<file path="config.mk">
export PLATFORM = sky130hd
export DESIGN_NAME = suks_ctrl
export DESIGN_NICKNAME = d
export VERILOG_FILES = /design/src/rtl/suks_pkg.sv /design/src/rtl/suks_ctrl.sv
export SDC_FILE = /design/constraint.sdc
export NUM_CORES = 1
export LEC_CHECK = 0
export BUFFER_PORTS_ARGS = -buffer_cell sky130_fd_sc_hd__buf_2
export CAP_MARGIN = 20
export CORE_AREA = 5 5 42 44
export CTS_BUF_LIST = sky130_fd_sc_hd__clkbuf_4
export CTS_CLUSTER_DIAMETER = 30
export DETAILED_ROUTE_END_ITERATION = 10
export DIE_AREA = 0 0 47 49
export PLACE_DENSITY = 0.33
export SYNTH_ARGS = -nofsm -noshare
export SYNTH_HDL_FRONTEND = slang
export SYNTH_SLANG_ARGS = --single-unit
export TNS_END_PERCENT = 1
</file>
<file path="constraint.sdc">
create_clock -name clock -period 0.95 [get_ports clock]
set_input_delay 0.0475 -clock clock [delete_from_list [all_inputs] [get_ports clock]]
set_output_delay 0.0475 -clock clock [all_outputs]
set_load 0.05 [all_outputs]
</file>
<file path="src/rtl/suks_pkg.sv">
// Shared types and constants for the sorted unique key set unit.
// The controller, the datapath and the top level all use this package.
package suks_pkg;

   // Default number of key slots in the table.
   localparam int TABLE_DEPTH_DEF = 64;

   // Widths of the payload fields.
   localparam int KEY_W    = 32;
   localparam int CMD_W    = 2;
   localparam int STATUS_W = 2;
   localparam int COUNT_W  = 7;

   // Command codes carried by a request.
   typedef enum logic [CMD_W-1:0] {
      CMD_INSERT = 2'd0,
      CMD_DELETE = 2'd1,
      CMD_SEARCH = 2'd2
   } cmd_type;

   // Status codes returned with each response.
   typedef enum logic [STATUS_W-1:0] {
      ST_CHANGED  = 2'd0,
      ST_NOCHANGE = 2'd1,
      ST_FULL     = 2'd2
   } status_type;

   // Commands from the controller to the datapath.
   typedef struct packed {
      logic capture;   // latch the request fields
      logic compare;   // register per-slot compare flags
      logic execute;   // update the table and load the response register
   } ctrl_cmd_type;

endpackage

</file>
<file path="src/rtl/suks_ctrl.sv">
// Controller state machine of the sorted unique key set unit.
// Sequences capture, compare and execute; owns the handshake flags. Uses suks_pkg.
module suks_ctrl (
   input  logic                  clock,
   input  logic                  reset,
   input  logic                  req_valid,
   output logic                  req_ready,
   output logic                  rsp_valid,
   input  logic                  rsp_ready,
   output suks_pkg::ctrl_cmd_type cmd
);

   typedef enum logic [2:0] {
      S_IDLE = 3'b001,
      S_CMP  = 3'b010,
      S_EXEC = 3'b100
   } state_type;

   state_type state_ff, state_in;
   logic      rsp_valid_ff, rsp_valid_in;
   logic      out_free;
   logic      req_xfer;

   // The response register can take a new result when empty or being drained.
   assign out_free = !rsp_valid_ff || rsp_ready;
   assign req_xfer = req_valid && req_ready;

   // Next state and command decode.
   always_comb begin
      state_in    = state_ff;
      req_ready   = 1'b0;
      cmd.compare = 1'b0;
      cmd.execute = 1'b0;
      unique case (state_ff)
         S_IDLE: begin
            req_ready = 1'b1;
            if (req_valid) begin
               state_in = S_CMP;
            end
         end
         S_CMP: begin
            cmd.compare = 1'b1;
            state_in    = S_EXEC;
         end
         S_EXEC: begin
            // The table update lands at this edge, so a new request may be
            // taken here and compared against the updated table next cycle.
            if (out_free) begin
               cmd.execute = 1'b1;
               req_ready   = 1'b1;
               state_in    = req_valid ? S_CMP : S_IDLE;
            end
         end
         default: begin
            state_in = S_IDLE;
         end
      endcase
      cmd.capture = req_xfer;
   end

   // Response valid flag: set on execute, cleared when the result is taken.
   always_comb begin
      if (cmd.execute) begin
         rsp_valid_in = 1'b1;
      end else if (rsp_ready) begin
         rsp_valid_in = 1'b0;
      end else begin
         rsp_valid_in = rsp_valid_ff;
      end
   end

   always_ff @(posedge clock) begin
      if (reset) begin
         state_ff     <= S_IDLE;
         rsp_valid_ff <= 1'b0;
      end else begin
         state_ff     <= state_in;
         rsp_valid_ff <= rsp_valid_in;
      end
   end

   assign rsp_valid = rsp_valid_ff;

endmodule

</file>
==> results of run 1 <==
[repair_timing]
action | 4_1_cts | 5_1_grt
pin swaps | 1 | 0
resized for setup | 10 | 6
setup endpoints to repair | 7 | 8
setup buffers | 1 | 0
[state kept, by name (all words and copies together) (netlist names)]
register and cells:
rsp_valid 1, state_ff 3
[cells in the mapped netlist (all sizes together)]
cell,instances
nor4b,1
a211o,1
and2b,4
o21ai,1
nand2b,2
nor2b,2
dfxtp,4
buf,2
nor2,2
nor3,1
a21oi,4
o21a,1
nor3b,1
[cell families (layout without fill, tap and decap cells)]
family | Yosys count | after routing
AO/OA/AOI/OAI | 7 | 7
flip-flops | 4 | 4
buffers and inverters | 2 | 19
AND/OR/NAND/NOR | 13 | 13
[cell type report]
cell class              count  area share [%]
well taps                  16           4.762
clock buffers               4           7.143
flip-flops and latches      4           20.83
multi-input cells          20           39.29
repair buffers             15           27.98
[power groups by stage]
stage                     clock, W  sequential, W  combinational (W)
after floorplan                  0       0.000186          0.0000884
after global placement           0       0.000183           0.000129
after detailed placement         0       0.000182           0.000130
after CTS                 0.000288       0.000179           0.000159
after global routing      0.000305       0.000183           0.000169
final                     0.000282       0.000182           0.000161
[cell usage in the layout, fill, tap and decap left out]
| cell type | n |
|---|---|
| nor2b_1 | 1 |
| nor2b_2 | 1 |
| buf_2 | 4 |
| nor3b_2 | 1 |
| nand2b_2 | 1 |
| nor2_2 | 2 |
| o21a_1 | 1 |
| a21oi_2 | 1 |
| and2b_2 | 3 |
| and2b_1 | 1 |
| buf_4 | 7 |
| dfxtp_4 | 1 |
| a21oi_1 | 2 |
| a21oi_4 | 1 |
| nand2b_1 | 1 |
| buf_6 | 4 |
| nor3_1 | 1 |
| o21ai_0 | 1 |
| nor4b_2 | 1 |
| dfxtp_2 | 3 |
| a211o_1 | 1 |
| clkbuf_4 | 4 |
[stage by stage]
stage,instances,total power (W),util [%]
floorplan,26,0.0002742,-
global placement,54,0.0003115,23.75
detailed placement,54,0.0003122,23.75
CTS,59,0.0006269,28.93
global route,59,0.0006563,30.00
finish,59,0.0006248,30.00
[critical path: cells and delay by family (launching register included)]
family,cells,cell delay (ns)
AND/OR/NAND/NOR,2,0.32
buffers and inverters,1,0.15
flip-flops,1,0.35
AO/OA/AOI/OAI,1,0.16
[path summary, 6_finish.rpt]
path                 end  cells past startpoint  slack (ns)        start
max               cmd[2]                      4       -0.32  state_ff[2]
min            rsp_valid                      2       0.008        reset
max reg2reg  state_ff[1]                      5       -0.20  state_ff[2]
min reg2reg  state_ff[2]                      2        0.52  state_ff[0]
[routing by layer]
layer | global-route usage, % | wire length (um) | up-vias
met5 | 0 | 0 | -
met4 | 6.912 | 21 | 0
met3 | 3.690 | 45 | 4
met2 | 9.955 | 356 | 6
met1 | 5.727 | 261 | 119
li1 | - | - | 121
==> out/qor.yml, run 1 <==
grt:
  grt_first_pass_wirelength_um: 1021
  grt_use_total_pct: 6.695
  grt_max_degree: 6
  first_global_vias: 258
  antenna_found_initial: 0
  grt_overflow: 0
detailed_routing:
  drt-wirelength-per-cell_um: 11.59
  drt_wl_total_um: 684
  drt-pass1-iter-count: 1
  ant_nets: 0
  vias_per_cell: 4.237
  drc: 0
  vias: 250
  drtIter0Drc: 0
synth:
  ys_types: 16
  ys_seq_area_share_pct: 33.86
  avgSynthCellArea_um2: 9.095
  synth-compound-area-share_pct: 19.05
  syn-num-nets: 30
  synth.area.top_cells: "dfxtp_1, and2b_2, a21oi_1"
  synth_top_family_by_area: "simple AND/OR/NAND/NOR gates"
  synth-simple-area-share_pct: 40.74
  synth.mux.area_fraction_pct: 0
  ys_warn_count: 0
  syn_inst: 26
  synth_top_cell_by_area: "dfxtp_1"
  yosys.area_share.adder_pct: 0
  syn_area_um2: 236.5
  ys_ff_latch: 4
  synthXorXnorAreaFrac_pct: 0
  synth.top_cell.area_share_pct: 33.86
power_and_ir_drop:
  leakagePower_nw: 0.1865
  power.internal_w: 0.0004369
  p_sw_w: 0.0001879
  vdd_drop_max_mv: 0.5267
  combPwrFrac_pct: 25.7
  power.density_nw_per_um2: 1486
  switching_share_pct: 30.07
  pwr-share-clk_pct: 45.1
  seqPwrFrac_pct: 29.2
timing:
  totalNegativeSetupSlack_ns: -1.329
  worst_pin_slew_ns: 0.2502
  worst_slack_ns: -0.3223
  timing.hold.ws_ns: 0.008080
  rsz0062_at_grt: "true"
  worst_slew_margin_rel_pct: 83.44
  post-route-min-period_ns: 1.272
  hold_viol_final: 0
  drv_slew: 0
  setup_viol: 7
  fin_skew_ns: 0.008721
  clock.fmax_ghz: 0.7860
  post-route-period-util_pct: 133.9
layout:
  fillers: 154
  ff_latch_area_um2: 87.58
  nNetsFinal: 48
  syn2layout_area_growth_pct: 77.78
  n_antenna_cell: 0
  drive_gt1_share_pct: 79.07
  final_area_um2: 420.4
  multi_input_area_um2: 165.2
clocking:
  cts_tree: "yes"
  clkTransAtPathRegs_ns: 0.05
  cts_max_path_buffers: 2
  clk_latency_ns: 0.25
  cts_hold_buf: 0
  cts_sinks: 4
  cts-buffers-inserted: 3
  cts_htree_levels: 1
  cts_root_buffer: "clkbuf_4"
critical_path:
  critPathMaxFanout: 5
  critPathCaptureType: "output port"
  crit_type: "reg2out"
  cpPeakStageDelay_ns: 0.35
  crit_chain: "and2b_2 -> a21oi_4 -> nor3b_2 -> buf_6"
  cp_data_required_time_ns: 0.90
  crit_arrival_ns: 1.22
  worstSetupStartpointType: "flip-flop"
  critPathSlowestCell: "dfxtp_2"
place:
  portBuffers: 8
  place_area_um2: 332.8
  routabilityCongestion: 0.6986
  dpl_worst_slack_ns: -0.1727
  hpwlAfterDp_um: 462.2
floorplan:
  std_cell_rows: 14
  start_util_pct: 16.88
  core-area_um2: 1401
  die_h_um: 49
  ios: 9
  die-width_um: 47
  die_area_um2: 2303
job:
  cap_viol_max_count: 0
outcome:
  violations: "setup timing"
  outcome: "finished, violations left"
hold_path:
  hp-class: "in2reg"
Power figures use the tool's default switching activity.
==> inputs of run 2 (changes only) <==
--- a/config.mk
+++ b/config.mk
@@ -12,7 +12,7 @@
 export CTS_CLUSTER_DIAMETER = 30
 export DETAILED_ROUTE_END_ITERATION = 10
 export DIE_AREA = 0 0 47 49
-export PLACE_DENSITY = 0.33
+export PLACE_DENSITY = 0.32
 export SYNTH_ARGS = -nofsm -noshare
 export SYNTH_HDL_FRONTEND = slang
 export SYNTH_SLANG_ARGS = --single-unit
==> constraint.sdc (replaced) <==
create_clock -name clock -period 1.4 [get_ports clock]
set_input_delay 0.07 -clock clock [delete_from_list [all_inputs] [get_ports clock]]
set_output_delay 0.07 -clock clock [all_outputs]
set_load 0.05 [all_outputs]
==> out/qor.yml, run 2 (synthesized netlist as in run 1, its figures left out) <==
clocking:
  cts_tree: "yes"
  cts_sinks: 4
  clkTransAtPathRegs_ns: 0.04
  cts-buffers-inserted: 3
  clk_latency_ns: 0.23
  cts_root_buffer: "clkbuf_4"
  cts_htree_levels: 1
  cts_max_path_buffers: 2
layout:
  syn2layout_area_growth_pct: 34.92
  regMostFlops: "state_ff"
  layout_commonest_cell: "buf_2"
  drive_gt1_share_pct: 57.14
  final_area_um2: 319.1
  layout_common_cells: "buf_2, and2b_2, a21oi_1, clkbuf_4"
  n_antenna_cell: 0
  nNetsFinal: 41
  largest_reg_flops: 3
  fillers: 167
grt:
  grt_use_total_pct: 5.208
  antenna_found_initial: 0
  grt_max_degree: 8
  first_global_vias: 203
  grt_first_pass_wirelength_um: 821
  grt_overflow: 0
detailed_routing:
  drt-pass1-iter-count: 1
  vias: 192
  drc: 0
  drt-wirelength-per-cell_um: 9.471
  drt_wl_total_um: 483
  vias_per_cell: 3.765
  ant_nets: 0
  drtIter0Drc: 0
critical_path:
  crit_type: "reg2out"
  crit_arrival_ns: 1.28
  critPathBufInv: 1
  critPathSlowestCell: "dfxtp_2"
  endpoint: "cmd[2]"
  cp.depth: 4
  worstSetupStartpointType: "flip-flop"
  cp_data_required_time_ns: 1.33
  crit_path_start: "state_ff[0]"
  cpPeakStageDelay_ns: 0.33
  r2r_cells: 3
  critPathMaxFanout: 6
  crit_family: "simple AND/OR/NAND/NOR gates"
  ff2ff_setup_slack_ns: 0.35
  r2r_start: "state_ff[2]"
  critPathCaptureType: "output port"
  r2r_end: "state_ff[0]"
  crit_chain: "and2b_2 -> a21oi_4 -> nor3b_1 -> buf_4"
floorplan:
  start_util_pct: 16.88
  die-width_um: 47
  std_cell_rows: 14
  core-area_um2: 1401
  die_h_um: 49
  die_area_um2: 2303
  ios: 9
hold_path:
  hp-class: "in2reg"
outcome:
  outcome: "finished clean"
timing:
  setup_viol: 0
  hold_viol_final: 0
  totalNegativeSetupSlack_ns: 0
  post-route-period-util_pct: 96.49
  timing.hold.ws_ns: 0.06921
  worst_pin_slew_ns: 0.2542
  clock.fmax_ghz: 0.7403
  worst_slew_margin_rel_pct: 83.17
  drv_slew: 0
  fin_skew_ns: 0.001749
  worst_slack_ns: 0.04919
  post-route-min-period_ns: 1.351
  rsz0062_at_grt: "false"
place:
  place_area_um2: 284.0
  dpl_worst_slack_ns: 0.2031
  portBuffers: 8
  routabilityCongestion: 0.6515
power_and_ir_drop:
  leakagePower_nw: 0.1396
  power_w: 0.0003417
  vdd_drop_max_mv: 0.2770
  power.density_nw_per_um2: 1071
job:
  cap_viol_max_count: 0
[run 2: how the worst min path moves through the flow]
stage,startpoint,to,depth (start not counted)
after detailed placement,reset,rsp_valid,2
after global routing,reset,state_ff[1],2
after global placement,reset,rsp_valid,2
after floorplan,reset,rsp_valid,1
after CTS,reset,rsp_valid,2
final,reset,state_ff[1],2
[run 2: per-stage QoR]
step	cells	util [%]
4_1_cts	51	22.68
5_1_grt	51	22.77
2_1_floorplan	26	-
3_3_place_gp	48	20.27
3_5_place_dp	48	20.27
6_report	51	22.77
[run 2: layout make-up]
cell class / count / area (um2) / share of cell area (%)
tap: 16 / 20.02 / 6.275
multi-input combinational: 20 / 151.4 / 47.45
clock buffer: 3 / 22.52 / 7.059
sequential: 4 / 82.58 / 25.88
timing repair buffer: 8 / 42.54 / 13.33
[run 2: what timing repair did]
item,CTS,global route
endpoints found under the hold margin,0,0
buffers inserted,0,0
setup endpoints to repair,2,1
hold buffers,0,0
gates resized for setup,3,1
[run 2: worst reg2reg max path, stage by stage, from the launching register on]
cell,delay [ns]
dfxtp_1,0.33
and2b_2,0.25
a21oi_1,0.07
a211o_1,0.28
[run 2: where the power goes]
part	leakage (nW)	switching [W]	internal (W)	total [W]
Sequential	0.0328	0.00000792	0.000121	0.000129
Combinational	0.0930	0.0000474	0.0000288	0.0000762
Clock	0.0138	0.0000410	0.0000955	0.000136
Total	0.140	0.0000963	0.000245	0.000342
[run 2: metal layers]
| layer | vias to the layer above | global-route usage (%) | routed length (um) |
|---|---|---|---|
| met5 | - | 0 | 0 |
| met4 | 0 | 6.912 | 0 |
| met3 | 0 | 1.107 | 11 |
| met2 | 3 | 7.240 | 265 |
| met1 | 82 | 5.263 | 205 |
| li1 | 107 | - | - |
